`config.mk`:
```
export PLATFORM = sky130hd
export DESIGN_NAME = mwpo_ctrl
export DESIGN_NICKNAME = d
export VERILOG_FILES = /design/src/design/mwpo_pkg.sv /design/src/design/mwpo_ctrl.sv
export SDC_FILE = /design/constraint.sdc
export NUM_CORES = 1
export LEC_CHECK = 0
export BUFFER_PORTS_ARGS = -buffer_cell sky130_fd_sc_hd__buf_2
export CORE_AREA = 4 4 71 57
export CTS_CLUSTER_DIAMETER = 120
export DETAILED_ROUTE_END_ITERATION = 8
export DIE_AREA = 0 0 75 61
export PLACE_DENSITY_LB_ADDON = 0.1
export SLEW_MARGIN = 5
export SYNTH_ARGS = -nofsm -noshare
export SYNTH_HDL_FRONTEND = slang
export SYNTH_SLANG_ARGS = --single-unit
```
`constraint.sdc`:
```
create_clock -name aclk -period 3.4 [get_ports aclk]
set_input_delay 0.17 -clock aclk [delete_from_list [all_inputs] [get_ports aclk]]
set_output_delay 0.17 -clock aclk [all_outputs]
set_load 0.005 [all_outputs]
```
`src/design/mwpo_pkg.sv`:
```
`default_nettype none

package mwpo_pkg;

    // Field and register widths
    localparam int STEP_W   = 32;
    localparam int SAMPLE_W = 16;
    localparam int COUNT_W  = 7;
    localparam int TIDX_W   = 10;
    localparam int MODE_W   = 3;
    localparam int OP_W     = 4;
    localparam int PSTEP_W  = 3;

    // Parameter defaults
    localparam int TABLE_DEPTH_DEF    = 1024;
    localparam int SINE_ROM_DEPTH_DEF = 1024;
    localparam int MAX_RUN_DEF        = 64;

    // Wave modes
    localparam logic [MODE_W-1:0] MODE_SINE   = 3'd0;
    localparam logic [MODE_W-1:0] MODE_SQUARE = 3'd1;
    localparam logic [MODE_W-1:0] MODE_SAW    = 3'd2;
    localparam logic [MODE_W-1:0] MODE_TRI    = 3'd3;
    localparam logic [MODE_W-1:0] MODE_NOISE  = 3'd4;
    localparam logic [MODE_W-1:0] MODE_TABLE  = 3'd5;
    localparam logic [MODE_W-1:0] MODE_SILENT = 3'd6;

    // Sine polynomial coefficients, Q30
    localparam logic [31:0] SIN_C1 = 32'd1686629713;
    localparam logic [31:0] SIN_C3 = 32'd693598650;
    localparam logic [31:0] SIN_C5 = 32'd85569300;
    localparam logic [31:0] SIN_C7 = 32'd5026990;
    localparam logic [31:0] SIN_C9 = 32'd172271;

    localparam logic [31:0] LFSR_TAPS = 32'h8020_0003;

    // Polynomial step codes
    localparam logic [PSTEP_W-1:0] PS_SQUARE = 3'd0;
    localparam logic [PSTEP_W-1:0] PS_C9     = 3'd1;
    localparam logic [PSTEP_W-1:0] PS_C5     = 3'd2;
    localparam logic [PSTEP_W-1:0] PS_C3     = 3'd3;
    localparam logic [PSTEP_W-1:0] PS_C1     = 3'd4;
    localparam logic [PSTEP_W-1:0] PS_T      = 3'd5;
    localparam logic [PSTEP_W-1:0] PS_SCALE  = 3'd6;

    // Datapath commands
    localparam logic [OP_W-1:0] OP_NONE          = 4'd0;
    localparam logic [OP_W-1:0] OP_ACCEPT        = 4'd1;
    localparam logic [OP_W-1:0] OP_DIV_DELTA     = 4'd2;
    localparam logic [OP_W-1:0] OP_DELTA_TAKE    = 4'd3;
    localparam logic [OP_W-1:0] OP_FORM_SIMPLE   = 4'd4;
    localparam logic [OP_W-1:0] OP_MUL_IDX_SINE  = 4'd5;
    localparam logic [OP_W-1:0] OP_MUL_IDX_TBL   = 4'd6;
    localparam logic [OP_W-1:0] OP_SINE_U_DIRECT = 4'd7;
    localparam logic [OP_W-1:0] OP_DIV_SINE      = 4'd8;
    localparam logic [OP_W-1:0] OP_SINE_U_DIV    = 4'd9;
    localparam logic [OP_W-1:0] OP_TBL_READ      = 4'd10;
    localparam logic [OP_W-1:0] OP_TBL_TAKE      = 4'd11;
    localparam logic [OP_W-1:0] OP_POLY_MUL      = 4'd12;
    localparam logic [OP_W-1:0] OP_POLY_TAKE     = 4'd13;
    localparam logic [OP_W-1:0] OP_EMIT          = 4'd14;

    typedef struct packed {
        logic [OP_W-1:0]    op;
        logic [PSTEP_W-1:0] pstep;
        logic               last;
        logic [COUNT_W-1:0] run_len;
    } mwpo_cmd_t;

    typedef struct packed {
        logic [MODE_W-1:0] mode;
        logic              div_done;
        logic              out_free;
    } mwpo_stat_t;

endpackage

`default_nettype wire

```
`src/design/mwpo_ctrl.sv`:
```
`default_nettype none

module mwpo_ctrl
    import mwpo_pkg::*;
#(
    parameter int MAX_RUN        = MAX_RUN_DEF,
    parameter int SINE_ROM_DEPTH = SINE_ROM_DEPTH_DEF
) (
    input  wire logic               aclk,
    input  wire logic               aresetn,
    input  wire logic               s_valid,
    output logic                    s_ready,
    input  wire logic               s_req_type,
    input  wire logic [COUNT_W-1:0] s_count,
    input  wire mwpo_stat_t         stat,
    output mwpo_cmd_t               cmd
);

    localparam bit SINE_POW2 = ((SINE_ROM_DEPTH & (SINE_ROM_DEPTH - 1)) == 0);
    localparam logic [COUNT_W-1:0] RUN_MAX = COUNT_W'(MAX_RUN);

    localparam logic [3:0] ST_IDLE  = 4'd0;
    localparam logic [3:0] ST_DDIV  = 4'd1;
    localparam logic [3:0] ST_DWAIT = 4'd2;
    localparam logic [3:0] ST_FORM  = 4'd3;
    localparam logic [3:0] ST_IUSE  = 4'd4;
    localparam logic [3:0] ST_SWAIT = 4'd5;
    localparam logic [3:0] ST_TREAD = 4'd6;
    localparam logic [3:0] ST_TTAKE = 4'd7;
    localparam logic [3:0] ST_PMUL  = 4'd8;
    localparam logic [3:0] ST_PTAKE = 4'd9;
    localparam logic [3:0] ST_EMIT  = 4'd10;

    logic [3:0]         state_reg, state_next;
    logic [COUNT_W-1:0] n_reg, n_next;
    logic [COUNT_W-1:0] k_reg, k_next;
    logic [PSTEP_W-1:0] ps_reg, ps_next;
    logic [COUNT_W-1:0] run_cap;
    logic               is_last;

    assign run_cap = (s_count > RUN_MAX) ? RUN_MAX : s_count;
    assign is_last = ((k_reg + COUNT_W'(1)) == n_reg);
    assign s_ready = (state_reg == ST_IDLE);

    always_comb begin
        state_next  = state_reg;
        n_next      = n_reg;
        k_next      = k_reg;
        ps_next     = ps_reg;
        cmd.op      = OP_NONE;
        cmd.pstep   = ps_reg;
        cmd.last    = is_last;
        cmd.run_len = n_reg;
        unique case (state_reg)
            ST_IDLE: begin
                if (s_valid) begin
                    cmd.op = OP_ACCEPT;
                    if (!s_req_type && s_count != '0) begin
                        n_next     = run_cap;
                        k_next     = '0;
                        state_next = ST_DDIV;
                    end
                end
            end
            ST_DDIV: begin
                cmd.op     = OP_DIV_DELTA;
                state_next = ST_DWAIT;
            end
            ST_DWAIT: begin
                if (stat.div_done) begin
                    cmd.op     = OP_DELTA_TAKE;
                    state_next = ST_FORM;
                end
            end
            ST_FORM: begin
                if (stat.mode == MODE_SINE) begin
                    cmd.op     = OP_MUL_IDX_SINE;
                    state_next = ST_IUSE;
                end else if (stat.mode == MODE_TABLE) begin
                    cmd.op     = OP_MUL_IDX_TBL;
                    state_next = ST_TREAD;
                end else begin
                    cmd.op     = OP_FORM_SIMPLE;
                    state_next = ST_EMIT;
                end
            end
            ST_IUSE: begin
                ps_next = PS_SQUARE;
                if (SINE_POW2) begin
                    cmd.op     = OP_SINE_U_DIRECT;
                    state_next = ST_PMUL;
                end else begin
                    cmd.op     = OP_DIV_SINE;
                    state_next = ST_SWAIT;
                end
            end
            ST_SWAIT: begin
                if (stat.div_done) begin
                    cmd.op     = OP_SINE_U_DIV;
                    state_next = ST_PMUL;
                end
            end
            ST_TREAD: begin
                cmd.op     = OP_TBL_READ;
                state_next = ST_TTAKE;
            end
            ST_TTAKE: begin
                cmd.op     = OP_TBL_TAKE;
                state_next = ST_EMIT;
            end
            ST_PMUL: begin
                cmd.op     = OP_POLY_MUL;
                state_next = ST_PTAKE;
            end
            ST_PTAKE: begin
                cmd.op = OP_POLY_TAKE;
                if (ps_reg == PS_SCALE) begin
                    state_next = ST_EMIT;
                end else begin
                    ps_next    = ps_reg + PSTEP_W'(1);
                    state_next = ST_PMUL;
                end
            end
            ST_EMIT: begin
                if (stat.out_free) begin
                    cmd.op = OP_EMIT;
                    if (is_last) begin
                        state_next = ST_IDLE;
                    end else begin
                        k_next     = k_reg + COUNT_W'(1);
                        state_next = ST_FORM;
                    end
                end
            end
            default: state_next = ST_IDLE;
        endcase
    end

    always_ff @(posedge aclk) begin
        if (!aresetn) begin
            state_reg <= ST_IDLE;
            n_reg     <= '0;
            k_reg     <= '0;
            ps_reg    <= PS_SQUARE;
        end else begin
            state_reg <= state_next;
            n_reg     <= n_next;
            k_reg     <= k_next;
            ps_reg    <= ps_next;
        end
    end

    a_emit_slot: assert property (@(posedge aclk) disable iff (!aresetn)
        (cmd.op == OP_EMIT) |-> stat.out_free)
        else $error("sample pushed into an occupied output slot");

    a_k_range: assert property (@(posedge aclk) disable iff (!aresetn)
        (state_reg != ST_IDLE) |-> (k_reg < n_reg))
        else $error("sample counter ran past the run length");

    a_run_len: assert property (@(posedge aclk) disable iff (!aresetn)
        (state_reg != ST_IDLE) |-> (n_reg != '0 && n_reg <= RUN_MAX))
        else $error("run length out of range during a run");

endmodule

`default_nettype wire

```
==> results.cfg, run 1 <==
[status]
status = completed

[cells_and_area]
drive_gt1_share_pct = 18.57
diodes = 0
multi_input_area_um2 = 1124
fillers = 310
area_delta_synth_final_pct = 10.63
nets = 257
utilization_pct = 56.25
area.sequential_um2 = 420.4

[synthesis]
synth_xor_area_share_pct = 4.748
synthAdderAreaFrac_pct = 2.261
synth-seq-area-share_pct = 25.32
syn_nets = 237
syn_inst = 218
synth-async-reset-ratio_pct = 0
synth.distinct_cells = 56
yosys_warnings = 0
synth_seq_cells = 21
synth_compound_gate_area_share_pct = 29.09
synthFlopType = dfxtp_1
synth_edf_count = 0
yosys.area_share.simple_pct = 30.37
synth_top_family_by_area = simple AND/OR/NAND/NOR gates
synthMuxAreaShare_pct = 1.206
netlist_area_um2 = 1660
syn_area_per_cell_um2 = 7.616

[sta]
setup_violations = 0
fmax_ghz = 0.3867
whs_ns = 0.1936
setup_slack_ns = 0.8143
slew_violations = 0
skew_ns = 0.002456
relSlewSlack_pct = 51.26
rsz0062_at_grt = false
worst_slew_pin_slew_ns = 0.7301
tns_ns = 0
post-route-min-period_ns = 2.586
fin_crit_sh_pct = 76.05
finalHoldViolations = 0

[clock_network]
cts_setup_buffers = 0
root_buffer = clkbuf_8
clock_sinks = 21
cts_made_buffers = 3
cts_tree = done
cts_resized = 0
path_clk_slew_ns = 0.08
insertion_delay_ns = 0.26
clock_path_buffers = 2
htreeDepth = 1
cts_hold_buf = 0

[power]
p_leak_nw = 0.7022
switchingPower_mw = 0.4031
seqPwrFrac_pct = 34.7
p_clk_share_pct = 17.4
vdd_drop_max_v = 0.0002443
p_int_mw = 0.5487
comb_power_share_pct = 48.0
powerDensity_nw_per_um2 = 518.2
sw_frac_of_total_pct = 42.35

[placement]
hpwl_um = 2994
io_buffers = 31
pre_cts_slack_ns = 0.9854
place_congestion = 0.8303

[floorplanning]
fp-row-count = 18
fp.dieArea_um2 = 4575
start_util_pct = 50.84
die_y_um = 61
coreArea_um2 = 3266
ios = 32
fp.dieW_um = 75

[drt]
drt_first_pass_iters = 4
drt_wl_total_um = 4053
avgRoutedWirePerCell_um = 14.63
post_drt_via_cell_ratio = 5.931
drt_iter0_drc = 205
ant_nets = 0
post-route-drc-count = 0
num_vias = 1643

[setup_path]
critical_path_class = register to output port
rrSetupSlack_ns = 0.93
cp_max_fo = 10
timing.critical_path.to_type = output port
arrival_ns = 2.42
critPathLaunchType = register
worstPathRequired_ns = 3.23

[worst_hold_path]
hold_class = input pin to register

[global_routing]
grt_max_degree = 28
antenna_found_initial = 0
overflow = 0
grt_first_pass_wirelength_um = 6913
grt_pass1_vias = 1375
grt_use_total_pct = 19.39

[flow_run]
maxCapViolations = 0
-- power groups by stage --
stage          registers, mW  logic (mW)  clock network [mW]
2_1_floorplan          0.293       0.379                   0
3_3_place_gp           0.334       0.452                   0
3_5_place_dp           0.335       0.450                   0
4_1_cts                0.329       0.453               0.169
5_1_grt                0.340       0.519               0.177
6_report               0.330       0.457               0.165
-- area by class of cell --
type                    instances  area share [%]
clock buffers                   3           2.248
clock inverters                 1          0.2725
inverters                       7           1.431
multi-input cells             172           61.17
flip-flops and latches         21           22.89
well taps                      40           2.725
repair buffers                 33           9.264
-- final timing paths --
check	start	to	depth (start not counted)
worst max-delay path	k_reg[0]	cmd[7]	6
worst min-delay path	s_count[4]	n_reg[4]	3
worst max register to register	k_reg[0]	k_reg[1]	7
worst min register to register	n_reg[2]	n_reg[2]	2
-- critical path: stages (launching register included) --
cell	delay [ns]
dfxtp_1	0.46
ha_1	0.41
xor2_1	0.23
xnor2_1	0.14
nand3_1	0.12
a211oi_2	0.57
buf_2	0.23
-- kinds of logic after synthesis --
family	after synthesis
adders and majority gates	3
muxes	2
xor gates and xnor gates	9
and+or+nand+nor	90
AOI/OAI and AO/OA	68
DFF	21
buffers and inverters	25
-- routing by layer --
layer	share of wire [%]	routed length (um)	vias to the layer above	global-route usage, %
li1	-	-	846	-
met1	54	2201	750	30.62
met2	40	1626	45	26.55
met3	5.0	203	2	4.470
met4	0.54	22	0	3.299
met5	0	0	-	0
-- cell usage after synthesis, drive strengths merged, types with 7 or more instances --
library cell | instances | area (um^2)
a31oi | 8 | 50.05
nor2b | 9 | 56.30
a21boi | 7 | 52.55
nor2 | 7 | 26.28
xnor2 | 7 | 61.31
nand3 | 8 | 40.04
nand3b | 8 | 60.06
inv | 7 | 26.28
dfxtp | 21 | 420.4
a21oi | 13 | 65.06
clkbuf | 12 | 46.29
o21ai | 7 | 35.03
nand2 | 24 | 90.09
-- layout by cell type (no fill, tap or decap), types with 3 or more instances in the layout --
cell type / count
o31ai_1: 5
nand2_1: 24
clkbuf_8: 3
dfxtp_1: 21
nand3_1: 8
nand2b_1: 4
nor2_1: 7
a31oi_1: 8
nand4_1: 4
nor3_1: 5
a211o_1: 3
nor2b_1: 9
a21boi_0: 7
and3_1: 4
nand3b_1: 8
xnor2_1: 7
inv_1: 7
buf_2: 31
a21oi_1: 13
o22ai_1: 6
or2_1: 3
ha_1: 3
o21ai_0: 7
-- through the flow --
stage | instance area (um^2) | instances | total power [mW]
after global placement | 1790 | 273 | 0.7863
after CTS | 1837 | 277 | 0.9513
final | 1837 | 277 | 0.9518
after floorplan | 1660 | 218 | 0.6720
after detailed placement | 1790 | 273 | 0.7844
after global routing | 1837 | 277 | 1.036
No activity file was read; power rests on OpenSTA's default activity.
==> inputs of run 2 (changes only) <==
clock period = 2.4 ns   (was 3.4 ns; I/O delays follow)
==> run 2 against run 1 <==
Clock power grew 45%. Die area unchanged. Flip-flop and latch count unchanged. Largest power group unchanged. Core utilization rose by 1.7 points. Power is 48% higher. Sequential share of layout area shrank 0.67 points. First-iteration DRC count is 13% lower. Critical path depth increased by 2. Non-clock buffer count rose by 7. Wire length down 0.94%. Register-to-register slack worse by 0.72 ns. Worst setup slack worse by 0.60 ns.
==> results.cfg, run 2 (same netlist as run 1, synthesis figures left out) <==
[status]
status = completed

[sta]
fin_crit_sh_pct = 91.26
tns_ns = 0
fmax_ghz = 0.4566
worst_slew_pin_slew_ns = 0.5819
rsz0062_at_grt = false
slew_violations = 0
post-route-min-period_ns = 2.190
relSlewSlack_pct = 60.78
finalHoldViolations = 0
skew_ns = 0.001269
setup_violations = 0
setup_slack_ns = 0.2099

[clock_network]
path_clk_slew_ns = 0.08
insertion_delay_ns = 0.26
htreeDepth = 1
clock_path_buffers = 2
cts_setup_buffers = 0
root_buffer = clkbuf_8
clock_sinks = 21
cts_made_buffers = 3
cts_hold_buf = 0
cts_resized = 0
cts_tree = done

[cells_and_area]
area_delta_synth_final_pct = 13.94
drive_gt1_share_pct = 20.90
fin_area_um2 = 1892
mostFrequentLayoutCell = buf_2
diodes = 0
layout_common_cells = buf_2, nand2_1, dfxtp_1
nets = 264

[power]
powerDensity_nw_per_um2 = 743.5
vdd_drop_max_v = 0.0003292
p_leak_nw = 0.7326

[drt]
drt_wl_total_um = 4015
drt_iter0_drc = 178
avgRoutedWirePerCell_um = 14.14
num_vias = 1709
post_drt_via_cell_ratio = 6.018
drt_first_pass_iters = 4
met3_length_um = 311
ant_nets = 0
met2WireLength_um = 1646
met1_length_um = 2044
post-route-drc-count = 0
top_layer_used = met4

[floorplanning]
coreArea_um2 = 3266
start_util_pct = 50.84
fp.dieArea_um2 = 4575
fp-row-count = 18
die_y_um = 61
ios = 32
fp.dieW_um = 75

[placement]
pre_cts_slack_ns = 0.2317
place_congestion = 0.8564
io_buffers = 31
placed_cell_area_um2 = 1843
hpwl_um = 3035

[global_routing]
antenna_found_initial = 0
grt_first_pass_wirelength_um = 6824
grt_use_total_pct = 19.04
grt_pass1_vias = 1433
overflow = 0
grt_max_degree = 27

[setup_path]
slowest_stage = dfxtp_1
slowest_delay_ns = 0.36
crit_family = compound AO/OA/AOI/OAI gates
cp_max_fo = 10
crit_chain = ha_1 -> and4_1 -> a211o_1 -> nand4_1 -> a211oi_2 -> buf_4 -> o311a_1 -> or2_1
r2r-end = k_reg[4]
setup.worst_path.end = k_reg[4]
critPathLaunchType = register
cp.depth = 8
arrival_ns = 2.35
worstPathRequired_ns = 2.56
critical_path.startpoint = k_reg[0]
critical_path_class = register to register
timing.critical_path.to_type = register
r2r_cells = 8
rrSetupSlack_ns = 0.21
r2r-start = k_reg[0]
timing.critical_path.buf_inv = 1

[flow_run]
maxCapViolations = 0

[worst_hold_path]
hold_depth = 3
hold_class = input pin to register
## run 2: cell types whose count changed in the layout (fill, tap and decap cells not counted), sizes merged
cell / change
clkinvlp: +1
clkinv: -1
buf: +7
## run 2: final cells by class
class / instances / area (um^2)
clock buffers: 3 / 41.29
well taps: 40 / 50.05
inverters: 7 / 26.28
flip-flops and latches: 21 / 420.4
clock inverters: 1 / 7.507
repair buffers: 40 / 222.7
multi-input cells: 172 / 1124
fillers: 310 / 1374
## run 2: routing by layer
layer,track usage (%),up-vias
met5,0,-
met4,1.523,0
met3,3.642,2
met2,26.92,60
met1,30.46,790
li1,-,857
## run 2: tightest hold or removal path, cell delays in order
cell and delay, ns:
buf_2 0.10, nand3b_1 0.07, a21boi_0 0.07
## run 2: power breakdown
group          switching, mW  internal (mW)  leakage [nW]
Sequential            0.0275          0.381         0.170
Clock                  0.122          0.117        0.0217
Combinational          0.435          0.324         0.541
Total                  0.584          0.823         0.733
## run 2: worst min path at each step
stage,startpoint,endpoint
2_1_floorplan,s_count[6],n_reg[6]
3_3_place_gp,s_count[4],n_reg[4]
3_5_place_dp,s_count[2],n_reg[2]
4_1_cts,s_count[5],n_reg[5]
5_1_grt,s_count[5],n_reg[5]
6_report,s_count[5],n_reg[5]
## run 2: metrics by stage
| step | utilization (%) | hold slack [ns] | instances | total power, mW |
|---|---|---|---|---|
| 3_3_place_gp | 56.44 | 0.4249 | 280 | 1.173 |
| 3_5_place_dp | 56.44 | 0.4212 | 280 | 1.165 |
| 4_1_cts | 57.93 | 0.1349 | 284 | 1.409 |
| 6_report | 57.93 | 0.1391 | 284 | 1.407 |
| 5_1_grt | 57.93 | 0.1434 | 284 | 1.535 |
| 2_1_floorplan | - | 0.2649 | 218 | 0.9520 |
